$ cat src/hw/rtl/zero_cross_relay_switch_defines.svh
// assertion macros for the zero-cross relay switch
// used by the rtl files that carry assertions, expects clk and arst_n in scope
`ifndef ZERO_CROSS_RELAY_SWITCH_DEFINES_SVH
`define ZERO_CROSS_RELAY_SWITCH_DEFINES_SVH

// condition implies consequence in the same cycle
`define ZCRS_ASSERT_IMP(lbl, ante, cons) \
	lbl: assert property (@(posedge clk) disable iff (!arst_n) (ante) |-> (cons)) \
		else $error("zcrs same-cycle check failed");

// condition implies consequence in the next cycle
`define ZCRS_ASSERT_NXT(lbl, ante, cons) \
	lbl: assert property (@(posedge clk) disable iff (!arst_n) (ante) |=> (cons)) \
		else $error("zcrs next-cycle check failed");

`endif

$ cat src/hw/rtl/zcrs_pkg.sv
// types and constants of the zero-cross relay switch
// no dependencies
`default_nettype none

package zcrs_pkg;

	localparam int CNT_W = 16;

	localparam logic [CNT_W-1:0] CNT_MAX = {CNT_W{1'b1}};

	localparam logic [CNT_W-1:0] TIMEOUT_RST   = 16'd100;
	localparam logic [CNT_W-1:0] DELAY_ON_RST  = 16'd1000;
	localparam logic [CNT_W-1:0] DELAY_OFF_RST = 16'd1000;

	typedef enum logic [1:0] {
		REQ_TICK = 2'd0,
		REQ_ON   = 2'd1,
		REQ_OFF  = 2'd2
	} req_t;

	typedef enum logic [1:0] {
		REG_TIMEOUT   = 2'd0,
		REG_DELAY_ON  = 2'd1,
		REG_DELAY_OFF = 2'd2
	} reg_idx_t;

	typedef enum logic [2:0] {
		PH_OFF         = 3'd0,
		PH_WAIT_ON     = 3'd1,
		PH_DELAYED_ON  = 3'd2,
		PH_ON          = 3'd3,
		PH_WAIT_OFF    = 3'd4,
		PH_DELAYED_OFF = 3'd5
	} phase_t;

	typedef struct packed {
		logic [CNT_W-1:0] timeout_ticks;
		logic [CNT_W-1:0] delay_on_ticks;
		logic [CNT_W-1:0] delay_off_ticks;
	} cfg_t;

	typedef struct packed {
		logic       relay_drive;
		logic       sync_level;
		logic       is_on;
		logic       is_off;
		logic [2:0] phase;
	} result_t;

	function automatic logic phase_is_on(input phase_t ph);
		return (ph == PH_WAIT_ON) || (ph == PH_DELAYED_ON) || (ph == PH_ON);
	endfunction

	function automatic logic phase_is_off(input phase_t ph);
		return (ph == PH_WAIT_OFF) || (ph == PH_DELAYED_OFF) || (ph == PH_OFF);
	endfunction

endpackage

`default_nettype wire

$ cat src/hw/rtl/zcrs_in_if.sv
// input channel of the zero-cross relay switch: request or tick with pin sample
// no dependencies
`default_nettype none

interface zcrs_in_if;
	logic       valid;
	logic       ready;
	logic [1:0] req_type;
	logic       sync_pin;

	modport source (output valid, output req_type, output sync_pin, input ready);
	modport sink   (input valid, input req_type, input sync_pin, output ready);
endinterface

`default_nettype wire

$ cat src/hw/rtl/zcrs_out_if.sv
// result channel of the zero-cross relay switch
// no dependencies
`default_nettype none

interface zcrs_out_if;
	logic       valid;
	logic       ready;
	logic       relay_drive;
	logic       sync_level;
	logic       is_on;
	logic       is_off;
	logic [2:0] phase;

	modport source (
		output valid, output relay_drive, output sync_level,
		output is_on, output is_off, output phase, input ready
	);
	modport sink (
		input valid, input relay_drive, input sync_level,
		input is_on, input is_off, input phase, output ready
	);
endinterface

`default_nettype wire

$ cat src/hw/rtl/zcrs_cfg_if.sv
// configuration write channel of the zero-cross relay switch
// no dependencies
`default_nettype none

interface zcrs_cfg_if;
	logic        valid;
	logic        ready;
	logic [1:0]  index;
	logic [15:0] data;

	modport source (output valid, output index, output data, input ready);
	modport sink   (input valid, input index, input data, output ready);
endinterface

`default_nettype wire

$ cat src/hw/rtl/zcrs_core.sv
// phase state machine, edge tracker and tick counters of the relay switch
// depends on zcrs_pkg and zero_cross_relay_switch_defines.svh
`default_nettype none
`include "zero_cross_relay_switch_defines.svh"

module zcrs_core
	import zcrs_pkg::*;
(
	input  wire logic       clk,
	input  wire logic       arst_n,
	input  wire logic       accept,
	input  wire logic [1:0] req_type,
	input  wire logic       sync_pin,
	input  wire cfg_t       cfg,
	output result_t         res_nxt
);

	phase_t           phase_q, phase_nxt;
	logic             last_level_q, last_level_nxt;
	logic [CNT_W-1:0] timeout_q, timeout_nxt;
	logic [CNT_W-1:0] delay_q, delay_nxt;
	logic             relay_q, relay_nxt;
	logic             fall_seen;

	always_ff @(posedge clk or negedge arst_n) begin
		if (!arst_n) begin
			phase_q      <= PH_OFF;
			last_level_q <= 1'b0;
			timeout_q    <= '0;
			delay_q      <= '0;
			relay_q      <= 1'b0;
		end else if (accept) begin
			phase_q      <= phase_nxt;
			last_level_q <= last_level_nxt;
			timeout_q    <= timeout_nxt;
			delay_q      <= delay_nxt;
			relay_q      <= relay_nxt;
		end
	end

	always_comb begin
		phase_nxt      = phase_q;
		last_level_nxt = last_level_q;
		timeout_nxt    = timeout_q;
		delay_nxt      = delay_q;
		relay_nxt      = relay_q;
		fall_seen      = 1'b0;

		case (req_type)
			REQ_TICK: begin
				// counters advance before the phase logic looks at them
				if (timeout_q != '0)
					timeout_nxt = timeout_q - 1'b1;
				if (delay_q != CNT_MAX)
					delay_nxt = delay_q + 1'b1;

				if (!last_level_q && sync_pin) begin
					last_level_nxt = 1'b1;
				end else if (last_level_q && !sync_pin) begin
					last_level_nxt = 1'b0;
					fall_seen      = 1'b1;
				end

				case (phase_q)
					PH_OFF, PH_ON: begin
					end
					PH_WAIT_ON: begin
						if (fall_seen) begin
							phase_nxt = PH_DELAYED_ON;
							delay_nxt = '0;
						end
						// timeout wins over an edge on the same tick
						if (timeout_nxt == '0) begin
							relay_nxt = 1'b1;
							phase_nxt = PH_ON;
						end
					end
					PH_DELAYED_ON: begin
						if (delay_nxt > cfg.delay_on_ticks) begin
							relay_nxt = 1'b1;
							phase_nxt = PH_ON;
						end
					end
					PH_WAIT_OFF: begin
						if (fall_seen) begin
							phase_nxt = PH_DELAYED_OFF;
							delay_nxt = '0;
						end
						if (timeout_nxt == '0) begin
							relay_nxt = 1'b0;
							phase_nxt = PH_OFF;
						end
					end
					PH_DELAYED_OFF: begin
						if (delay_nxt > cfg.delay_off_ticks) begin
							relay_nxt = 1'b0;
							phase_nxt = PH_OFF;
						end
					end
					default: begin
						relay_nxt = 1'b0;
						phase_nxt = PH_OFF;
					end
				endcase
			end
			REQ_ON: begin
				if (!phase_is_on(phase_q)) begin
					phase_nxt   = PH_WAIT_ON;
					timeout_nxt = cfg.timeout_ticks;
				end
			end
			REQ_OFF: begin
				if (!phase_is_off(phase_q)) begin
					phase_nxt   = PH_WAIT_OFF;
					timeout_nxt = cfg.timeout_ticks;
				end
			end
			default: begin
			end
		endcase

		res_nxt.relay_drive = relay_nxt;
		res_nxt.sync_level  = last_level_nxt;
		res_nxt.is_on       = phase_is_on(phase_nxt);
		res_nxt.is_off      = phase_is_off(phase_nxt);
		res_nxt.phase       = phase_nxt;
	end

	`ZCRS_ASSERT_IMP(a_on_closed, phase_q == PH_ON, relay_q)
	`ZCRS_ASSERT_IMP(a_off_open, phase_q == PH_OFF, !relay_q)
	`ZCRS_ASSERT_NXT(a_hold_idle, !accept, $stable(phase_q) && $stable(timeout_q))

endmodule

`default_nettype wire

$ cat src/hw/rtl/zero_cross_relay_switch.sv
// zero-cross relay switch top level: configuration registers, core and result buffer
// depends on zcrs_pkg, zcrs_in_if, zcrs_out_if, zcrs_cfg_if, zcrs_core and the defines header
//
// usage
// - item channel carries req_type and sync_pin: a tick with the sampled sync pin,
//   an on request or an off request; unused code 3 leaves the state alone
// - result channel returns one result per item transfer: relay_drive, sync_level,
//   is_on, is_off and phase, all taken after the update
// - cfg channel writes timeout_ticks (index 0), delay_on_ticks (1), delay_off_ticks (2);
//   index 3 is dropped; it is always ready and writes land at once
// - each result is registered, in the output register or, while that one is held, in the skid entry
// - the block takes one item per cycle while item ready is high
// - a two-entry result buffer (output register plus skid) lets an item transfer
//   while one result is still held; item ready drops only while both are full
// - when the receiver stalls the held result stays on the port unchanged
// - reset sets the registers to 100, 1000 and 1000, the phase to off with the relay
//   open, clears the counters and empties the result buffer
`default_nettype none
`include "zero_cross_relay_switch_defines.svh"

module zero_cross_relay_switch
	import zcrs_pkg::*;
(
	input  wire logic  clk,
	input  wire logic  arst_n,
	zcrs_in_if.sink    item,
	zcrs_out_if.source result,
	zcrs_cfg_if.sink   cfg
);

	cfg_t    cfg_q;
	result_t res_nxt;
	result_t out_q, skid_q;
	logic    out_valid_q, skid_valid_q;
	logic    item_xfer;
	logic    out_free;

	// configuration registers, always ready
	assign cfg.ready = 1'b1;

	always_ff @(posedge clk or negedge arst_n) begin
		if (!arst_n) begin
			cfg_q.timeout_ticks   <= TIMEOUT_RST;
			cfg_q.delay_on_ticks  <= DELAY_ON_RST;
			cfg_q.delay_off_ticks <= DELAY_OFF_RST;
		end else if (cfg.valid) begin
			case (cfg.index)
				REG_TIMEOUT:   cfg_q.timeout_ticks   <= cfg.data;
				REG_DELAY_ON:  cfg_q.delay_on_ticks  <= cfg.data;
				REG_DELAY_OFF: cfg_q.delay_off_ticks <= cfg.data;
				default: begin
				end
			endcase
		end
	end

	// item side: blocked only while the skid entry is occupied
	assign item.ready = !skid_valid_q;
	assign item_xfer  = item.valid && item.ready;

	zcrs_core u_core (
		.clk      (clk),
		.arst_n   (arst_n),
		.accept   (item_xfer),
		.req_type (item.req_type),
		.sync_pin (item.sync_pin),
		.cfg      (cfg_q),
		.res_nxt  (res_nxt)
	);

	// output register can take a new entry when empty or being drained
	assign out_free = !out_valid_q || result.ready;

	always_ff @(posedge clk or negedge arst_n) begin
		if (!arst_n) begin
			out_valid_q  <= 1'b0;
			skid_valid_q <= 1'b0;
		end else begin
			if (out_free) begin
				out_valid_q  <= skid_valid_q || item_xfer;
				skid_valid_q <= 1'b0;
			end else if (item_xfer) begin
				skid_valid_q <= 1'b1;
			end
		end
	end

	// payload registers, no reset
	always_ff @(posedge clk) begin
		if (out_free) begin
			if (skid_valid_q)
				out_q <= skid_q;
			else if (item_xfer)
				out_q <= res_nxt;
		end else if (item_xfer) begin
			skid_q <= res_nxt;
		end
	end

	assign result.valid       = out_valid_q;
	assign result.relay_drive = out_q.relay_drive;
	assign result.sync_level  = out_q.sync_level;
	assign result.is_on       = out_q.is_on;
	assign result.is_off      = out_q.is_off;
	assign result.phase       = out_q.phase;

	`ZCRS_ASSERT_IMP(a_skid_behind_out, skid_valid_q, out_valid_q)
	`ZCRS_ASSERT_NXT(a_xfer_to_out, item_xfer && out_free, out_valid_q && !skid_valid_q)
	`ZCRS_ASSERT_NXT(a_xfer_to_skid, item_xfer && !out_free, skid_valid_q && out_valid_q)

endmodule

`default_nettype wire

$ cat src/flat_wrapper.sv
// flat-port wrapper written by rule: the top's interface ports become plain ports
module zero_cross_relay_switch_flat import zcrs_pkg::*;
  (clk, arst_n, item_valid, item_req_type, item_sync_pin, item_ready, result_valid, result_relay_drive, result_sync_level, result_is_on, result_is_off, result_phase, result_ready, cfg_valid, cfg_index, cfg_data, cfg_ready);
  zcrs_in_if item_i ();
  zcrs_out_if result_i ();
  zcrs_cfg_if cfg_i ();
  input  wire logic clk;
  input  wire logic arst_n;
  input wire logic [$bits(item_i.valid)-1:0] item_valid;
  input wire logic [$bits(item_i.req_type)-1:0] item_req_type;
  input wire logic [$bits(item_i.sync_pin)-1:0] item_sync_pin;
  output wire logic [$bits(item_i.ready)-1:0] item_ready;
  output wire logic [$bits(result_i.valid)-1:0] result_valid;
  output wire logic [$bits(result_i.relay_drive)-1:0] result_relay_drive;
  output wire logic [$bits(result_i.sync_level)-1:0] result_sync_level;
  output wire logic [$bits(result_i.is_on)-1:0] result_is_on;
  output wire logic [$bits(result_i.is_off)-1:0] result_is_off;
  output wire logic [$bits(result_i.phase)-1:0] result_phase;
  input wire logic [$bits(result_i.ready)-1:0] result_ready;
  input wire logic [$bits(cfg_i.valid)-1:0] cfg_valid;
  input wire logic [$bits(cfg_i.index)-1:0] cfg_index;
  input wire logic [$bits(cfg_i.data)-1:0] cfg_data;
  output wire logic [$bits(cfg_i.ready)-1:0] cfg_ready;
  assign item_i.valid = item_valid;
  assign item_i.req_type = item_req_type;
  assign item_i.sync_pin = item_sync_pin;
  assign item_ready = item_i.ready;
  assign result_valid = result_i.valid;
  assign result_relay_drive = result_i.relay_drive;
  assign result_sync_level = result_i.sync_level;
  assign result_is_on = result_i.is_on;
  assign result_is_off = result_i.is_off;
  assign result_phase = result_i.phase;
  assign result_i.ready = result_ready;
  assign cfg_i.valid = cfg_valid;
  assign cfg_i.index = cfg_index;
  assign cfg_i.data = cfg_data;
  assign cfg_ready = cfg_i.ready;
  zero_cross_relay_switch u_core (.clk(clk), .arst_n(arst_n), .item(item_i), .result(result_i), .cfg(cfg_i));
endmodule
$ cat config.mk
export PLATFORM = sky130hd
export DESIGN_NAME = zero_cross_relay_switch_flat
export DESIGN_NICKNAME = d
export VERILOG_FILES = /design/src/hw/rtl/zcrs_pkg.sv /design/src/hw/rtl/zcrs_in_if.sv /design/src/hw/rtl/zcrs_out_if.sv /design/src/hw/rtl/zcrs_cfg_if.sv /design/src/hw/rtl/zcrs_core.sv /design/src/hw/rtl/zero_cross_relay_switch.sv /design/src/flat_wrapper.sv
export VERILOG_INCLUDE_DIRS = /design/src /design/src/hw/rtl
export SDC_FILE = /design/constraint.sdc
export NUM_CORES = 1
export LEC_CHECK = 0
export ABC_AREA = 0
export BUFFER_PORTS_ARGS = -buffer_cell sky130_fd_sc_hd__buf_2
export CAP_MARGIN = 20
export CELL_PAD_IN_SITES_DETAIL_PLACEMENT = 0
export CELL_PAD_IN_SITES_GLOBAL_PLACEMENT = 2
export CORE_MARGIN = 3
export CORE_UTILIZATION = 35
export CTS_CLUSTER_DIAMETER = 80
export CTS_CLUSTER_SIZE = 25
export DETAILED_ROUTE_END_ITERATION = 6
export GPL_TIMING_DRIVEN = 0
export PLACE_DENSITY = 0.79
export SLEW_MARGIN = 40
export SYNTH_ARGS = -nofsm -noshare
export SYNTH_HDL_FRONTEND = slang
export SYNTH_SLANG_ARGS = --single-unit
$ cat constraint.sdc
create_clock -name clk -period 5.25 [get_ports clk]
set_input_delay 0.7875 -clock clk [delete_from_list [all_inputs] [get_ports clk]]
set_output_delay 0.7875 -clock clk [all_outputs]
set_load 0.05 [all_outputs]
==> run metrics <==
Top FF cell, synth=dfrtp_1; Crit Path Max Fanout=9; die height=138.4 um; GRT Total Usage=16.60%; CTS root buf=clkbuf_16; Post-route DRC=0; Reg2Reg Setup Slack=0.25 ns; CP endpoint kind=register; Row Count=47; clock-pin slew on the worst setup and hold paths=0.07 ns; Vias/cell=5.454; Routed Antenna Nets=0; initial antenna violation count=0; final hold violations=0; cells on worst reg2reg path=17; status=completed; antenna fix cells=0; sequential fraction of the synthesis area=42.66%; WL/cell=17.89 um; CTS Hold Buffers Added=0; worst-margin pin slew=0.7351 ns; register bit count reported by yosys=101; top-area cell type share of the netlist area=29.38%; worst vdd ir=0.0001704 V; Final Max Slew Viols=0; area added between synthesis and finish=13.14%; Final WS setup=0.2464 ns; Vias=4876; Crit Path Category=register to register; htree depth=3; syn avg cell area=9.859 um^2; first-pass GRT wire length=25560 um; crit path from=u_core.u_core.delay_q[4]$_DFFE_PN0P_; gp weighted congestion=0.8672; Period Utilization, post-route=95.31%; CTS tree=done; share of cells above drive strength 1=21.22%; Pleak=3.052 nW; Sink Count=101; core area=16880 um^2; Max-cap violations=0; YS warnings=0; full die area=19140 um^2; Max Buffers Root-to-Sink=2; Netlist Area Pre-Place=6132 um^2; Relative slew margins=50.70%; first-pass detailed-route iteration total=5; largest net degree at the start of global routing=61; TritonCTS Buffers=9; unrepaired setup endpoints after global routing=false; Final #Nets=733; min Tclk post-route=5.004 ns; WL final=15990 um; Initial Util=36.33%; post-synth net total=686; Layout fillers=1681; RR Startpoint=u_core.u_core.delay_q[4]$_DFFE_PN0P_; Power per Cell Area=399.7 nW/um^2; HPWL Detailed=12170 um; Setup Viol. Count Final=0; vias in the first global route=4800; FMAX=199.9 MHz; fraction of synthesis flops using an asynchronous set or reset pin=86.14%; setup TNS=0 ns; post-CTS setup buffers=0; Yosys top cell by area=dfrtp_1; synth unique cells=69; critical path required time=5.36 ns; DIE WIDTH=138.4 um; initial drt markers=316; Synth area leaders=dfrtp_1 (29%), mux2_2 (10%), ha_1 (7.8%), edfxtp_1 (6.9%), dfstp_2 (6.4%); clk_lat worst skew=0.36 ns; Worst R2R End=u_core.result.phase[0]$_DFFE_PP_; Cells after Synth=622; I/O Buffers=34; EDFF count, synth=14; Worst setup SP type=register; Setup WS pre-CTS=-0.08012 ns; num ports=36; Hold WC Path Type=input port to asynchronous set/reset pin; grt total ovfl=0; Worst Skew=0.007007 ns; Crit path arrival time=5.11 ns
-- synth_stat cells (10+ instances only) --
cell type and instances:
nor2_1 44, nor3_1 10, nand4_1 12, clkbuf_1 24, a21o_1 11, a21oi_1 31, o31ai_1 11, o21ai_0 51
dfrtp_1 72, mux2_2 57, inv_1 41, edfxtp_1 14, nor4_1 10, ha_1 38, nand2_1 44, dfstp_2 15
-- placed cells by master, fill, tap and decap left out, drive strengths merged, types with 8 or more instances in the layout --
cell type,synthesis,final
a21o,11,11
a21oi,32,32
buf,5,41
clkbuf,25,34
dfrtp,72,72
dfstp,15,15
edfxtp,14,14
ha,38,38
inv,42,43
mux2,57,57
nand2,44,44
nand2b,8,8
nand4,12,12
nor2,44,44
nor2b,9,9
nor3,10,10
nor3b,8,8
nor4,10,10
o21ai,52,52
o31ai,11,11
or4,9,9
-- where the power goes --
| part | internal (W) | switching [W] | leakage, nW |
|---|---|---|---|
| Sequential | 0.000977 | 0.000148 | 1.19 |
| Combinational | 0.000385 | 0.000578 | 1.73 |
| Clock | 0.000371 | 0.000314 | 0.136 |
-- layout make-up --
cell class	count	area, um^2	share of cell area, %
multi-input cells	449	3261	47.00
flip-flops and latches	101	2616	37.71
well taps	220	275.3	3.968
clock buffers	9	225.2	3.246
repair buffers	36	209.0	3.012
inverters	42	157.7	2.272
plain buffers	30	120.1	1.731
clock inverters	7	73.82	1.064
-- cells by family (layout without fill, tap and decap cells) --
group | count (synthesis) | count (layout) | share of synthesized area [%]
AOI/OAI and AO/OA | 156 | 156 | 17.00
buffers and inverters | 72 | 124 | 4.530
DFF | 101 | 101 | 42.66
muxes | 58 | 58 | 10.63
xor gates and xnor gates | 13 | 13 | 1.857
and+or+nand+nor | 183 | 183 | 15.51
adders and majority gates | 38 | 38 | 7.754
other | 1 | 1 | 0.06115
-- critical path: stages (launching register included) --
cell	delay, ns
dfrtp_1	0.32
clkbuf_1	0.26
and4_1	0.29
and4_1	0.26
nand4_1	0.27
nor3_4	0.32
nor2_1	0.22
and3_1	0.26
xor2_1	0.18
ha_1	0.32
nand4_1	0.14
or4_1	0.50
a21oi_1	0.28
a211o_1	0.20
o22ai_1	0.13
a31oi_1	0.29
o311ai_4	0.21
mux2_2	0.31
-- flip-flops by register name (all words and copies together) (netlist names) --
register                    count
u_core.cfg_q                   48
u_core.result.is_off            1
u_core.result.is_on             1
u_core.result.phase             3
u_core.result.relay_drive       1
u_core.result.sync_level        1
u_core.result.valid             1
u_core.skid_q                   7
u_core.skid_valid_q             1
u_core.u_core.delay_q          16
u_core.u_core.last_level_q      1
u_core.u_core.phase_q           3
u_core.u_core.relay_q           1
u_core.u_core.timeout_q        16
-- layer usage --
| layer | vias to the layer above | GRT usage [%] | wire [um] |
|---|---|---|---|
| met3 | 14 | 3.280 | 558 |
| met2 | 96 | 25.87 | 7147 |
| met1 | 2402 | 23.58 | 8066 |
| li1 | 2364 | - | - |
| met4 | 0 | 4.680 | 223 |
| met5 | - | 0 | 0 |
-- how the worst max path moves through the flow --
stage | cells past startpoint | endpoint | slack, ns
2_1_floorplan | 17 | u_core.result.is_on$_DFFE_PP_ | 0.88
3_3_place_gp | 17 | u_core.result.phase[0]$_DFFE_PP_ | 0.05
3_5_place_dp | 17 | u_core.result.phase[0]$_DFFE_PP_ | -0.08
4_1_cts | 17 | u_core.result.phase[0]$_DFFE_PP_ | 0.20
5_1_grt | 17 | u_core.result.phase[0]$_DFFE_PP_ | 0.04
6_report | 17 | u_core.result.phase[0]$_DFFE_PP_ | 0.25
-- per-stage QoR --
| stage | instances | cell area [um^2] | hold slack [ns] | utilization [%] | power [W] |
|---|---|---|---|---|---|
| 6_report | 894 | 6938 | 0.2972 | 41.11 | 0.002773 |
| 5_1_grt | 894 | 6938 | 0.3053 | 41.11 | 0.002958 |
| 4_1_cts | 894 | 6932 | 0.3016 | 41.07 | 0.002798 |
| 3_5_place_dp | 878 | 6628 | 0.4940 | 39.27 | 0.002095 |
| 3_3_place_gp | 876 | 6578 | 0.4725 | 38.97 | 0.002066 |
| 2_1_floorplan | 622 | 6132 | 0.4606 | - | 0.001809 |
-- what timing repair did --
action,in CTS,in global routing
resized for setup,1,1
endpoints found under the setup margin,4,4
pin swaps,0,0
(Power assumes the default switching activity.)
